$ cat src/hdl/dsh_pkg.sv
// package for the decode-stage hazard and branch unit
// holds opcodes, funct3 codes, the jump kind and the records passed between stages
// no dependencies
package dsh_pkg;

    // opcodes and the zero register index
    localparam logic [6:0] OPC_BRANCH = 7'b1100011;
    localparam logic [6:0] OPC_JAL    = 7'b1101111;
    localparam logic [6:0] OPC_JALR   = 7'b1100111;
    localparam logic [6:0] OPC_OPIMM  = 7'b0010011;
    localparam logic [6:0] OPC_LOAD   = 7'b0000011;
    localparam logic [4:0] REG_ZERO   = 5'h00;

    // branch condition codes
    localparam logic [2:0] F3_BEQ  = 3'd0;
    localparam logic [2:0] F3_BNE  = 3'd1;
    localparam logic [2:0] F3_BLT  = 3'd4;
    localparam logic [2:0] F3_BGE  = 3'd5;
    localparam logic [2:0] F3_BLTU = 3'd6;
    localparam logic [2:0] F3_BGEU = 3'd7;
    localparam logic [2:0] F3_JALR = 3'd0;

    // kind of control transfer found in decode
    typedef enum logic [1:0] {
        KIND_NONE   = 2'd0,
        KIND_BRANCH = 2'd1,
        KIND_JAL    = 2'd2,
        KIND_JALR   = 2'd3
    } t_kind;

    // decoded item, first stage
    typedef struct packed {
        logic        stall;
        logic        bub;
        t_kind       kind;
        logic [2:0]  f3;
        logic [31:0] imm;
        logic [31:0] base;
        logic [31:0] rs1;
        logic [31:0] rs2;
        logic [31:0] pc;
        logic [4:0]  rd;
    } t_dec;

    // resolved item, second stage
    typedef struct packed {
        logic        stall;
        logic        bub;
        t_kind       kind;
        logic        cond;
        logic [31:0] sum;
        logic [31:0] link;
        logic [4:0]  rd;
    } t_res;

endpackage

$ cat src/hdl/dsh_in_if.sv
// input channel of the decode-stage hazard and branch unit
// valid/ready handshake with the decode-stage fields; no dependencies
interface dsh_in_if;
    logic               valid;
    logic               ready;
    logic [31:0]        instruction;
    logic [31:0]        pc;
    logic               fetch_bubble;
    logic signed [31:0] rs1_value;
    logic signed [31:0] rs2_value;
    logic               ex_writes;
    logic [4:0]         ex_dest;
    logic               mem_writes;
    logic [4:0]         mem_dest;
    logic               wb_writes;
    logic [4:0]         wb_dest;

    modport source (
        output valid, instruction, pc, fetch_bubble, rs1_value, rs2_value,
               ex_writes, ex_dest, mem_writes, mem_dest, wb_writes, wb_dest,
        input  ready
    );
    modport sink (
        input  valid, instruction, pc, fetch_bubble, rs1_value, rs2_value,
               ex_writes, ex_dest, mem_writes, mem_dest, wb_writes, wb_dest,
        output ready
    );
endinterface

$ cat src/hdl/dsh_out_if.sv
// output channel of the decode-stage hazard and branch unit
// valid/ready handshake with the result fields; no dependencies
interface dsh_out_if;
    logic        valid;
    logic        ready;
    logic        stall_res;
    logic        bubble;
    logic        branch_taken;
    logic [31:0] branch_target;
    logic        link_write;
    logic [4:0]  link_dest;
    logic [31:0] link_value;

    modport source (
        output valid, stall_res, bubble, branch_taken, branch_target,
               link_write, link_dest, link_value,
        input  ready
    );
    modport sink (
        input  valid, stall_res, bubble, branch_taken, branch_target,
               link_write, link_dest, link_value,
        output ready
    );
endinterface

$ cat src/hdl/dsh_resolve.sv
// second pipeline stage: branch compare, target add and return address add
// depends on dsh_pkg
module dsh_resolve (
    input  logic          i_clk,
    input  logic          i_rst_n,
    input  logic          i_en,
    input  logic          i_valid,
    input  dsh_pkg::t_dec i_dec,
    output logic          o_valid,
    output dsh_pkg::t_res o_res
);
    import dsh_pkg::*;

    logic r_valid;
    t_res r_res;
    t_res n_res;
    logic w_eq;
    logic w_lt;
    logic w_ltu;

    // comparisons on the two source values
    assign w_eq  = (i_dec.rs1 == i_dec.rs2);
    assign w_ltu = (i_dec.rs1 < i_dec.rs2);
    assign w_lt  = ($signed(i_dec.rs1) < $signed(i_dec.rs2));

    // branch condition and the two adders
    always_comb begin
        n_res       = '0;
        n_res.stall = i_dec.stall;
        n_res.bub   = i_dec.bub;
        n_res.kind  = i_dec.kind;
        n_res.rd    = i_dec.rd;
        n_res.sum   = i_dec.base + i_dec.imm;
        n_res.link  = i_dec.pc + 32'd4;
        case (i_dec.f3)
            F3_BEQ:  n_res.cond = w_eq;
            F3_BNE:  n_res.cond = !w_eq;
            F3_BLT:  n_res.cond = w_lt;
            F3_BGE:  n_res.cond = !w_lt;
            F3_BLTU: n_res.cond = w_ltu;
            F3_BGEU: n_res.cond = !w_ltu;
            default: n_res.cond = 1'b0;
        endcase
    end

    // stage valid
    always_ff @(posedge i_clk) begin
        if (!i_rst_n) begin
            r_valid <= 1'b0;
        end else if (i_en) begin
            r_valid <= i_valid;
        end
    end

    // stage payload
    always_ff @(posedge i_clk) begin
        if (i_en && i_valid) begin
            r_res <= n_res;
        end
    end

    assign o_valid = r_valid;
    assign o_res   = r_res;

endmodule

$ cat src/hdl/decode_stage_hazard_and_branch_unit.sv
// top level of the decode-stage hazard and branch unit
// depends on dsh_pkg, dsh_in_if, dsh_out_if and dsh_resolve
//
// Usage:
//   i_in carries one decode-stage snapshot per transfer: instruction, pc,
//   fetch bubble flag, both source values and the write enable and
//   destination of the execute, memory and writeback stages.
//   o_out carries one result per input transfer: stall/bubble flags, the
//   taken flag with its redirect target and the link register write.
//   Three register stages: decode and hazard check, compare and adders,
//   result select into the output register. One transfer is taken every
//   cycle while the stage chain can advance.
//   The rate is set by the stage chain: each stage moves when it is empty
//   or the stage after it moves, so a stalled receiver fills the three
//   stages and then drops i_in.ready; nothing is lost or repeated.
//   Reset (i_rst_n low, synchronous) empties all stages; results come back
//   in input order.
module decode_stage_hazard_and_branch_unit (
    input  logic i_clk,
    input  logic i_rst_n,
    dsh_in_if.sink    i_in,
    dsh_out_if.source o_out
);
    import dsh_pkg::*;

    // stage 1: decode and hazard check
    logic        r1_valid;
    t_dec        r1_dec;
    t_dec        n1_dec;
    logic [6:0]  w_opc;
    logic [2:0]  w_f3;
    logic [4:0]  w_s1;
    logic [4:0]  w_s2;
    logic        w_hazard;
    logic [31:0] w_ins;

    // stage 2 outputs
    logic        w2_valid;
    t_res        w2_res;

    // stage 3: output register
    logic        r3_valid;
    logic        r3_stall;
    logic        r3_bub;
    logic        r3_taken;
    logic [31:0] r3_target;
    logic        r3_lw;
    logic [4:0]  r3_ld;
    logic [31:0] r3_lv;
    logic        n3_taken;
    logic [31:0] n3_target;
    logic        n3_lw;

    logic        w_adv1;
    logic        w_adv2;
    logic        w_adv3;

    // one stage conflict: writing, nonzero destination matching a used source
    function automatic logic stage_hit(input logic wr, input logic [4:0] dst,
                                       input logic [4:0] s1, input logic [4:0] s2);
        stage_hit = wr && (dst != REG_ZERO) &&
                    (((s1 != REG_ZERO) && (dst == s1)) ||
                     ((s2 != REG_ZERO) && (dst == s2)));
    endfunction

    // stage advance chain
    assign w_adv3     = !r3_valid || o_out.ready;
    assign w_adv2     = !w2_valid || w_adv3;
    assign w_adv1     = !r1_valid || w_adv2;
    assign i_in.ready = w_adv1;

    // instruction fields
    assign w_ins = i_in.instruction;
    assign w_opc = w_ins[6:0];
    assign w_f3  = w_ins[14:12];
    assign w_s1  = w_ins[19:15];
    assign w_s2  = ((w_opc == OPC_OPIMM) || (w_opc == OPC_LOAD) || (w_opc == OPC_JALR))
                   ? REG_ZERO : w_ins[24:20];

    assign w_hazard = stage_hit(i_in.ex_writes,  i_in.ex_dest,  w_s1, w_s2) ||
                      stage_hit(i_in.mem_writes, i_in.mem_dest, w_s1, w_s2) ||
                      stage_hit(i_in.wb_writes,  i_in.wb_dest,  w_s1, w_s2);

    // decode: kind, immediate and adder base
    always_comb begin
        n1_dec       = '0;
        n1_dec.f3    = w_f3;
        n1_dec.rs1   = i_in.rs1_value;
        n1_dec.rs2   = i_in.rs2_value;
        n1_dec.pc    = i_in.pc;
        n1_dec.rd    = w_ins[11:7];
        n1_dec.base  = i_in.pc;
        n1_dec.kind  = KIND_NONE;
        if (i_in.fetch_bubble) begin
            n1_dec.bub = 1'b1;
        end else if (w_hazard) begin
            n1_dec.stall = 1'b1;
            n1_dec.bub   = 1'b1;
        end else begin
            case (w_opc)
                OPC_BRANCH: begin
                    n1_dec.kind = KIND_BRANCH;
                    n1_dec.imm  = {{20{w_ins[31]}}, w_ins[7], w_ins[30:25],
                                   w_ins[11:8], 1'b0};
                end
                OPC_JAL: begin
                    n1_dec.kind = KIND_JAL;
                    n1_dec.imm  = {{12{w_ins[31]}}, w_ins[19:12], w_ins[20],
                                   w_ins[30:21], 1'b0};
                end
                OPC_JALR: begin
                    if (w_f3 == F3_JALR) begin
                        n1_dec.kind = KIND_JALR;
                    end
                    n1_dec.imm  = {{20{w_ins[31]}}, w_ins[31:20]};
                    n1_dec.base = i_in.rs1_value;
                end
                default: n1_dec.kind = KIND_NONE;
            endcase
        end
    end

    always_ff @(posedge i_clk) begin
        if (!i_rst_n) begin
            r1_valid <= 1'b0;
        end else if (w_adv1) begin
            r1_valid <= i_in.valid;
        end
    end

    always_ff @(posedge i_clk) begin
        if (w_adv1 && i_in.valid) begin
            r1_dec <= n1_dec;
        end
    end

    // stage 2: compare and adders
    dsh_resolve u_resolve (
        .i_clk   (i_clk),
        .i_rst_n (i_rst_n),
        .i_en    (w_adv2),
        .i_valid (r1_valid),
        .i_dec   (r1_dec),
        .o_valid (w2_valid),
        .o_res   (w2_res)
    );

    // stage 3: result select
    always_comb begin
        case (w2_res.kind)
            KIND_BRANCH: n3_taken = w2_res.cond;
            KIND_JAL:    n3_taken = 1'b1;
            KIND_JALR:   n3_taken = 1'b1;
            default:     n3_taken = 1'b0;
        endcase
        n3_lw = ((w2_res.kind == KIND_JAL) || (w2_res.kind == KIND_JALR)) &&
                (w2_res.rd != REG_ZERO);
        if (!n3_taken) begin
            n3_target = '0;
        end else if (w2_res.kind == KIND_JALR) begin
            n3_target = {w2_res.sum[31:1], 1'b0};
        end else begin
            n3_target = w2_res.sum;
        end
    end

    always_ff @(posedge i_clk) begin
        if (!i_rst_n) begin
            r3_valid <= 1'b0;
        end else if (w_adv3) begin
            r3_valid <= w2_valid;
        end
    end

    always_ff @(posedge i_clk) begin
        if (w_adv3 && w2_valid) begin
            r3_stall  <= w2_res.stall;
            r3_bub    <= w2_res.bub;
            r3_taken  <= n3_taken;
            r3_target <= n3_target;
            r3_lw     <= n3_lw;
            r3_ld     <= n3_lw ? w2_res.rd : REG_ZERO;
            r3_lv     <= n3_lw ? w2_res.link : 32'd0;
        end
    end

    // output channel
    assign o_out.valid         = r3_valid;
    assign o_out.stall_res     = r3_stall;
    assign o_out.bubble        = r3_bub;
    assign o_out.branch_taken  = r3_taken;
    assign o_out.branch_target = r3_target;
    assign o_out.link_write    = r3_lw;
    assign o_out.link_dest     = r3_ld;
    assign o_out.link_value    = r3_lv;

    // a hazard always comes with a bubble
    a_stall_bubble: assert property (@(posedge i_clk) disable iff (!i_rst_n)
        (o_out.valid && o_out.stall_res) |-> o_out.bubble)
        else $error("stall without bubble");

    // a bubbled item never redirects fetch
    a_bubble_no_branch: assert property (@(posedge i_clk) disable iff (!i_rst_n)
        (o_out.valid && o_out.bubble) |-> (!o_out.branch_taken && !o_out.link_write))
        else $error("bubble with branch or link");

    // a link write only comes from a taken jump
    a_link_taken: assert property (@(posedge i_clk) disable iff (!i_rst_n)
        (o_out.valid && o_out.link_write) |-> o_out.branch_taken)
        else $error("link write without taken jump");

    // a held middle stage keeps its item while the output is stalled
    a_stage_hold: assert property (@(posedge i_clk) disable iff (!i_rst_n)
        (w2_valid && !w_adv3) |=> w2_valid)
        else $error("stage two lost an item under stall");

endmodule

$ cat src/flat_wrapper.sv
// flat-port wrapper written by rule: the top's interface ports become plain ports
module decode_stage_hazard_and_branch_unit_flat import dsh_pkg::*;
  (i_clk, i_rst_n, i_in_valid, i_in_instruction, i_in_pc, i_in_fetch_bubble, i_in_rs1_value, i_in_rs2_value, i_in_ex_writes, i_in_ex_dest, i_in_mem_writes, i_in_mem_dest, i_in_wb_writes, i_in_wb_dest, i_in_ready, o_out_valid, o_out_stall_res, o_out_bubble, o_out_branch_taken, o_out_branch_target, o_out_link_write, o_out_link_dest, o_out_link_value, o_out_ready);
  dsh_in_if i_in_i ();
  dsh_out_if o_out_i ();
  input  logic i_clk;
  input  logic i_rst_n;
  input wire logic [$bits(i_in_i.valid)-1:0] i_in_valid;
  input wire logic [$bits(i_in_i.instruction)-1:0] i_in_instruction;
  input wire logic [$bits(i_in_i.pc)-1:0] i_in_pc;
  input wire logic [$bits(i_in_i.fetch_bubble)-1:0] i_in_fetch_bubble;
  input wire logic [$bits(i_in_i.rs1_value)-1:0] i_in_rs1_value;
  input wire logic [$bits(i_in_i.rs2_value)-1:0] i_in_rs2_value;
  input wire logic [$bits(i_in_i.ex_writes)-1:0] i_in_ex_writes;
  input wire logic [$bits(i_in_i.ex_dest)-1:0] i_in_ex_dest;
  input wire logic [$bits(i_in_i.mem_writes)-1:0] i_in_mem_writes;
  input wire logic [$bits(i_in_i.mem_dest)-1:0] i_in_mem_dest;
  input wire logic [$bits(i_in_i.wb_writes)-1:0] i_in_wb_writes;
  input wire logic [$bits(i_in_i.wb_dest)-1:0] i_in_wb_dest;
  output wire logic [$bits(i_in_i.ready)-1:0] i_in_ready;
  output wire logic [$bits(o_out_i.valid)-1:0] o_out_valid;
  output wire logic [$bits(o_out_i.stall_res)-1:0] o_out_stall_res;
  output wire logic [$bits(o_out_i.bubble)-1:0] o_out_bubble;
  output wire logic [$bits(o_out_i.branch_taken)-1:0] o_out_branch_taken;
  output wire logic [$bits(o_out_i.branch_target)-1:0] o_out_branch_target;
  output wire logic [$bits(o_out_i.link_write)-1:0] o_out_link_write;
  output wire logic [$bits(o_out_i.link_dest)-1:0] o_out_link_dest;
  output wire logic [$bits(o_out_i.link_value)-1:0] o_out_link_value;
  input wire logic [$bits(o_out_i.ready)-1:0] o_out_ready;
  assign i_in_i.valid = i_in_valid;
  assign i_in_i.instruction = i_in_instruction;
  assign i_in_i.pc = i_in_pc;
  assign i_in_i.fetch_bubble = i_in_fetch_bubble;
  assign i_in_i.rs1_value = i_in_rs1_value;
  assign i_in_i.rs2_value = i_in_rs2_value;
  assign i_in_i.ex_writes = i_in_ex_writes;
  assign i_in_i.ex_dest = i_in_ex_dest;
  assign i_in_i.mem_writes = i_in_mem_writes;
  assign i_in_i.mem_dest = i_in_mem_dest;
  assign i_in_i.wb_writes = i_in_wb_writes;
  assign i_in_i.wb_dest = i_in_wb_dest;
  assign i_in_ready = i_in_i.ready;
  assign o_out_valid = o_out_i.valid;
  assign o_out_stall_res = o_out_i.stall_res;
  assign o_out_bubble = o_out_i.bubble;
  assign o_out_branch_taken = o_out_i.branch_taken;
  assign o_out_branch_target = o_out_i.branch_target;
  assign o_out_link_write = o_out_i.link_write;
  assign o_out_link_dest = o_out_i.link_dest;
  assign o_out_link_value = o_out_i.link_value;
  assign o_out_i.ready = o_out_ready;
  decode_stage_hazard_and_branch_unit u_core (.i_clk(i_clk), .i_rst_n(i_rst_n), .i_in(i_in_i), .o_out(o_out_i));
endmodule
$ cat config.mk
export PLATFORM = sky130hd
export DESIGN_NAME = decode_stage_hazard_and_branch_unit_flat
export DESIGN_NICKNAME = d
export VERILOG_FILES = /design/src/hdl/dsh_pkg.sv /design/src/hdl/dsh_in_if.sv /design/src/hdl/dsh_out_if.sv /design/src/hdl/dsh_resolve.sv /design/src/hdl/decode_stage_hazard_and_branch_unit.sv /design/src/flat_wrapper.sv
export SDC_FILE = /design/constraint.sdc
export NUM_CORES = 1
export LEC_CHECK = 0
export BUFFER_PORTS_ARGS = -buffer_cell sky130_fd_sc_hd__buf_2
export CORE_AREA = 2 2 191 193
export DETAILED_ROUTE_END_ITERATION = 8
export DIE_AREA = 0 0 193 195
export SYNTH_ARGS = -nofsm -noshare
export SYNTH_HDL_FRONTEND = slang
export SYNTH_HIERARCHICAL = 1
export SYNTH_SLANG_ARGS = --single-unit
$ cat constraint.sdc
create_clock -name i_clk -period 10.7 [get_ports i_clk]
set_clock_uncertainty 0.15 [all_clocks]
set_input_delay 0.535 -clock i_clk [delete_from_list [all_inputs] [get_ports i_clk]]
set_output_delay 0.535 -clock i_clk [all_outputs]
set_load 0.03 [all_outputs]
==> results of run 1 <==
[cell usage in the layout (no fill, tap or decap), drive strengths merged, types with 3 or more instances in the layout]
master	Yosys	routed
o21ai	21	21
o221a	3	3
a31oi	7	7
mux2	32	32
and3	7	7
nor3	11	11
or2	3	3
and2	42	42
nor2	57	57
dfxtp	3	3
clkbuf	9	46
nor2b	39	39
a22oi	5	5
ha	64	64
nand2	49	49
xor2	25	25
buf	11	230
or4	7	7
a211oi	6	6
a221oi	3	3
nand3	29	29
edfxtp	308	308
inv	51	51
a21o	18	18
bufinv	0	4
o2111ai	3	3
clkinv	0	14
nand4	15	15
or3	4	4
o21a	10	10
nor4	7	7
a21boi	4	4
a21oi	49	49
xnor2	58	58
[power breakdown]
part / switching [uW] / internal, uW / leakage [uW] / total, uW
clock: 466 / 745 / 0.000571 / 1210
combinational: 195 / 134 / 0.00294 / 329
sequential: 31.2 / 1440 / 0.00298 / 1470
total: 692 / 2320 / 0.00649 / 3010
[per-layer routing]
layer	GRT usage [%]	part of all wire [%]	vias to the layer above
li1	-	-	4177
met1	23.0	45	4032
met2	27.4	47	222
met3	3.06	5.3	51
met4	4.99	2.4	2
met5	0	0.035	-
[cell families after synthesis]
group	after synthesis	synth area share (%)
flip-flops	311	66.0
AND/OR/NAND/NOR	279	10.9
AO/OA/AOI/OAI	145	7.06
XOR/XNOR	83	5.15
buffers and inverters	71	2.38
adder cells (fa/ha/maj)	65	5.82
multiplexers	34	2.70
[layout make-up]
type                            instances  share of cell area, %
Antenna cell                            1                 0.0148
Clock buffer                           46                   5.80
Clock inverter                         19                   1.19
Inverter                               51                   1.13
Multi-Input combinational cell        606                   26.5
Sequential cell                       311                   55.0
Tap cell                              461                   3.41
Timing Repair Buffer                  230                   6.95
[worst max-delay path by stage]
| stage | start | endpoint | depth (start not counted) |
|---|---|---|---|
| CTS | u_core/r1_dec[78]$_DFFE_PP_ | u_core/u_resolve/o_res[69]$_DFFE_PP_ | 8 |
| global route | u_core/r1_dec[46]$_DFFE_PP_ | u_core/u_resolve/o_res[69]$_DFFE_PP_ | 9 |
| detailed placement | i_in_instruction[2] | u_core/r1_dec[109]$_DFFE_PP_ | 8 |
| finish | u_core/r1_dec[78]$_DFFE_PP_ | u_core/u_resolve/o_res[69]$_DFFE_PP_ | 8 |
| floorplan | u_core/r1_valid$_SDFFE_PN0N_ | u_core/r1_dec[0]$_DFFE_PP_ | 1 |
| global placement | i_in_instruction[2] | u_core/r1_dec[124]$_DFFE_PP_ | 8 |
[sequential cells by signal, summed over array words and instances, names as in the netlist]
| signal | count |
|---|---|
| u_core/r1_dec | 161 |
| u_core/u_resolve/o_res | 74 |
| u_core/o_out.branch_target | 32 |
| u_core/o_out.link_value | 32 |
| u_core/o_out.link_dest | 5 |
| u_core/o_out.branch_taken | 1 |
| u_core/o_out.bubble | 1 |
| u_core/o_out.link_write | 1 |
| u_core/o_out.stall_res | 1 |
| u_core/o_out.valid | 1 |
| u_core/r1_valid | 1 |
| u_core/u_resolve/o_valid | 1 |
[metrics by stage]
stage               hold slack (ps)  power (uW)
finish                         46.8        3010
detailed placement              256        1830
floorplan                       250        1720
global placement                252        1820
global route                   21.6        3140
CTS                            16.7        3050
==> flow_metrics.py, run 1 <==
metrics = {
    "status": {
        "status": "completed",
    },
    "pwr": {
        "powerDensity_nw_per_um2": 178,
        "vdd_drop_max_v": 0.000101,
        "power.leakage_uw": 0.00649,
    },
    "timing": {
        "setup_violations": 0,
        "slew_headroom_pct": 26.8,
        "fin_tns_setup_ps": 0,
        "worstMarginPinSlew_ps": 1100,
        "fin_ws_ps": 7420,
        "finalCritPeriodShare_pct": 30.7,
        "fmax_ghz": 0.305,
        "rsz0062_at_grt": "no",
        "slew_viol_final": 0,
        "report.final.hold_viol_count": 0,
        "min_period_ps": 3280,
    },
    "synth": {
        "netlist_top_cells_area": "edfxtp_1 (66%), ha_1 (5.7%), xnor2_1 (3.6%)",
        "syn_area_um2": 14100,
        "yosys.area.top_type": "edfxtp_1",
        "synth_top_area_share_pct": 65.6,
        "synth_seq_cells": 311,
        "synth_edf_count": 308,
        "yosysSeqAreaShare_pct": 66.0,
        "synth_commonest_cells": "edfxtp_1 (308), ha_1 (64), xnor2_1 (58)",
        "postSynthCellCount": 988,
        "syn_avg_cell_area_um2": 14.3,
        "syn_nets": 1204,
        "synth_flop_cell": "edfxtp_1",
        "ys_types": 71,
        "async_reset_ff_share_pct": 0,
        "post-synth-top-count-cell": "edfxtp_1",
        "ys_warn_count": 6,
    },
    "worst_setup_path": {
        "critPathCaptureType": "register",
        "critPathLaunchType": "register",
        "slowest_stage": "nor4_1",
        "regToRegEndpoint": "u_core/u_resolve/o_res[69]$_DFFE_PP_",
        "r2r_slack_ps": 7420,
        "critPathMaxStageDelay_ps": 780,
        "reg2reg_depth": 8,
        "critPathMaxFanout": 2,
        "crit_arrival_ps": 3480,
        "crit_family": "simple AND/OR/NAND/NOR gates",
        "r2r_start": "u_core/r1_dec[78]$_DFFE_PP_",
        "crit_chain": "ha_1, nand4_1, nor4_1, a211oi_1, o21ai_0, a2111oi_0, or3b_2, a32oi_1",
        "required_ps": 10900,
        "path_buf_inv": 0,
        "path_class": "register to register",
    },
    "place": {
        "dp.cells": 1659,
        "gp_congestion": 0.849,
        "hpwl_um": 23100,
        "place_ws_ps": 7370,
        "dpl-instance-area_um2": 15700,
        "io_buffers": 225,
    },
    "global_route": {
        "grt_use_total_pct": 16.8,
        "antenna_found_initial": 2,
        "grt_max_degree": 162,
        "grt_pass1_wl_um": 48000,
        "grt_pass1_vias": 8514,
        "gr-total-overflow": 0,
    },
    "detailed_routing": {
        "vias": 8484,
        "detail-route-antenna-nets": 0,
        "drt_first_pass_iters": 5,
        "wirelength_um": 31700,
        "avgRoutedWirePerCell_um": 18.4,
        "drc_errors": 0,
        "drtIter0Drc": 413,
        "via_per_inst": 4.92,
    },
    "die": {
        "initial_core_util_pct": 39.8,
        "ios": 226,
        "dieArea_um2": 37600,
        "std_cell_rows": 69,
        "die_w_um": 193,
        "die_h_um": 195,
        "core_area_um2": 35400,
    },
    "clock_network": {
        "htree_levels": 2,
        "root_buffer": "clkbuf_16",
        "postCtsSetupBuffers": 0,
        "cts_buffers": 36,
        "cts.clk_slew.worst_paths_ps": 60,
        "hold_buffers": 0,
        "clk_latency_ps": 510,
        "numClockSinks": 311,
        "cts_resized": 0,
        "cts_buffer_depth": 3,
        "cts_tree": "done",
    },
    "hold_path": {
        "holdPathStages": 1,
        "hold_end": "u_core/r1_dec[44]$_DFFE_PP_",
        "hp-class": "input port to register",
        "min-delay-start": "i_in_rs2_value[7]",
    },
    "layout": {
        "utilization_pct": 47.8,
        "finalNonFillerCells": 1725,
        "fin_nets": 1452,
        "area_delta_synth_final_pct": 20.0,
        "final_cell_area_um2": 16900,
        "final-seq-area_um2": 9310,
        "drive_gt1_share_pct": 27.6,
        "multi_input_area_um2": 4490,
        "fill_cells": 3196,
    },
    "run": {
        "cap_violations": 0,
    },
}
Note: power is estimated with default switching activity, not from simulation.
==> inputs of run 2 (changes only) <==
==> constraint.sdc (replaced) <==
create_clock -name i_clk -period 3.2 [get_ports i_clk]
set_clock_uncertainty 0.15 [all_clocks]
set_input_delay 0.16 -clock i_clk [delete_from_list [all_inputs] [get_ports i_clk]]
set_output_delay 0.16 -clock i_clk [all_outputs]
set_load 0.03 [all_outputs]
==> run 2 against run 1 <==
Net effect:
- final cell count increased by 8.2%
- register-to-register slack worse by 7200 ps
- utilization is 3.9 points higher
==> flow_metrics.py, run 2 (synthesis gave the netlist of run 1 again) <==
metrics = {
    "hold_path": {
        "hold_end": "u_core/r1_dec[169]$_SDFFCE_PP0P_",
        "holdPathStages": 5,
        "min-delay-start": "i_in_instruction[4]",
        "hp-class": "input port to register",
    },
    "detailed_routing": {
        "via_per_inst": 4.88,
        "detail-route-antenna-nets": 0,
        "avgRoutedWirePerCell_um": 17.7,
        "vias": 9117,
        "drc_errors": 0,
        "drtIter0Drc": 497,
        "drt_first_pass_iters": 5,
        "wirelength_um": 33100,
    },
    "layout": {
        "fin_nets": 1596,
        "area_delta_synth_final_pct": 29.7,
        "utilization_pct": 51.7,
        "regMostFlops": "u_core/r1_dec",
        "layout_common_cells": "edfxtp_1 (308), buf_2 (225), dlygate4sd3_1 (134), ha_1 (64), xnor2_1 (58)",
        "final_common_cell": "edfxtp_1",
        "largest_reg_flops": 161,
        "drive_gt1_share_pct": 25.7,
    },
    "global_route": {
        "grt_max_degree": 99,
        "grt_use_total_pct": 17.7,
        "antenna_found_initial": 1,
        "gr-total-overflow": 0,
        "grt_pass1_wl_um": 51100,
        "grt_pass1_vias": 9212,
    },
    "clock_network": {
        "clk_latency_ps": 520,
        "htree_levels": 2,
        "cts_buffer_depth": 3,
        "cts.clk_slew.worst_paths_ps": 60,
        "root_buffer": "clkbuf_16",
        "numClockSinks": 311,
        "cts_buffers": 35,
        "cts_tree": "done",
    },
    "place": {
        "place_ws_ps": 74.6,
        "hpwl_um": 23500,
        "io_buffers": 225,
        "gp_congestion": 0.849,
    },
    "timing": {
        "setup_violations": 0,
        "hold-worst-slack_ps": 187,
        "worstMarginPinSlew_ps": 768,
        "report.final.hold_viol_count": 0,
        "min_period_ps": 2990,
        "finalCritPeriodShare_pct": 93.4,
        "fmax_ghz": 0.335,
        "rsz0062_at_grt": "no",
        "fin_ws_ps": 212,
        "slew_headroom_pct": 48.8,
        "slew_viol_final": 0,
    },
    "die": {
        "std_cell_rows": 69,
        "die_h_um": 195,
        "die_w_um": 193,
        "dieArea_um2": 37600,
        "ios": 226,
        "initial_core_util_pct": 39.8,
        "core_area_um2": 35400,
    },
    "pwr": {
        "power.leakage_uw": 0.00707,
        "vdd_drop_max_v": 0.000348,
        "powerDensity_nw_per_um2": 538,
    },
    "worst_setup_path": {
        "critPathCaptureType": "register",
        "path_class": "register to register",
        "regToRegEndpoint": "u_core/u_resolve/o_res[63]$_DFFE_PP_",
        "r2r_start": "u_core/r1_dec[101]$_DFFE_PP_",
        "critPathMaxFanout": 6,
        "required_ps": 3320,
        "r2r_slack_ps": 210,
        "crit_arrival_ps": 3110,
        "reg2reg_depth": 11,
        "critPathLaunchType": "register",
    },
    "status": {
        "status": "completed",
    },
    "run": {
        "cap_violations": 0,
    },
}
-- run 2: critical path, cell delays in order, from the launching register on --
cell,delay (ps)
edfxtp_1,330
ha_1,180
inv_1,60
fa_1,430
nor2b_4,150
o2111ai_1,190
a31oi_1,290
o21ai_2,160
o31ai_4,360
a221o_1,220
a21oi_2,60
xnor2_1,120
-- run 2: routing by layer --
layer	vias up	GRT usage, %	share of wire (%)
met5	-	0	0
li1	4474	-	-
met4	0	4.97	1.9
met2	242	29.1	49
met3	42	2.79	4.8
met1	4359	24.4	45
-- run 2: worst max path at each step --
stage	slack [ps]	from	to
2_1_floorplan	-710	u_core/o_out.valid$_SDFFE_PN0N_	u_core/r1_dec[0]$_DFFE_PP_
3_3_place_gp	180	u_core/r1_dec[82]$_DFFE_PP_	u_core/u_resolve/o_res[69]$_DFFE_PP_
3_5_place_dp	70	u_core/r1_dec[78]$_DFFE_PP_	u_core/u_resolve/o_res[69]$_DFFE_PP_
4_1_cts	70	u_core/r1_dec[78]$_DFFE_PP_	u_core/u_resolve/o_res[69]$_DFFE_PP_
5_1_grt	6	u_core/r1_dec[101]$_DFFE_PP_	u_core/u_resolve/o_res[67]$_DFFE_PP_
6_report	210	u_core/r1_dec[101]$_DFFE_PP_	u_core/u_resolve/o_res[63]$_DFFE_PP_
-- run 2: final cells by class --
class	count	area, um^2
clock inverter	20	135
tap	461	577
multi-input combinational	606	4500
sequential	311	9310
fill	3065	17100
timing repair buffer	375	2650
antenna	1	2.50
clock buffer	42	923
inverter	51	191
-- run 2: stage by stage --
stage / cell area, um^2 / TNS, ps / power, uW / cells
finish: 18300 / 0 / 9850 / 1867
global route: 18300 / 0 / 10300 / 1867
CTS: 18300 / 0 / 9990 / 1866
detailed placement: 15900 / 0 / 6120 / 1670
global placement: 15900 / 0 / 6110 / 1670
floorplan: 14100 / -114940 / 5720 / 988
-- run 2: power by group --
part	internal (uW)	switching, uW	total [uW]
clock network	2140	1530	3680
logic	570	684	1250
registers	4810	107	4910
total	7520	2330	9850
-- run 2: timing repair --
action	CTS	global route
endpoints found under the setup margin	0	1
buffers inserted	0	0
hold buffers	134	0
hold endpoints to repair	167	0
gates resized for setup	0	2
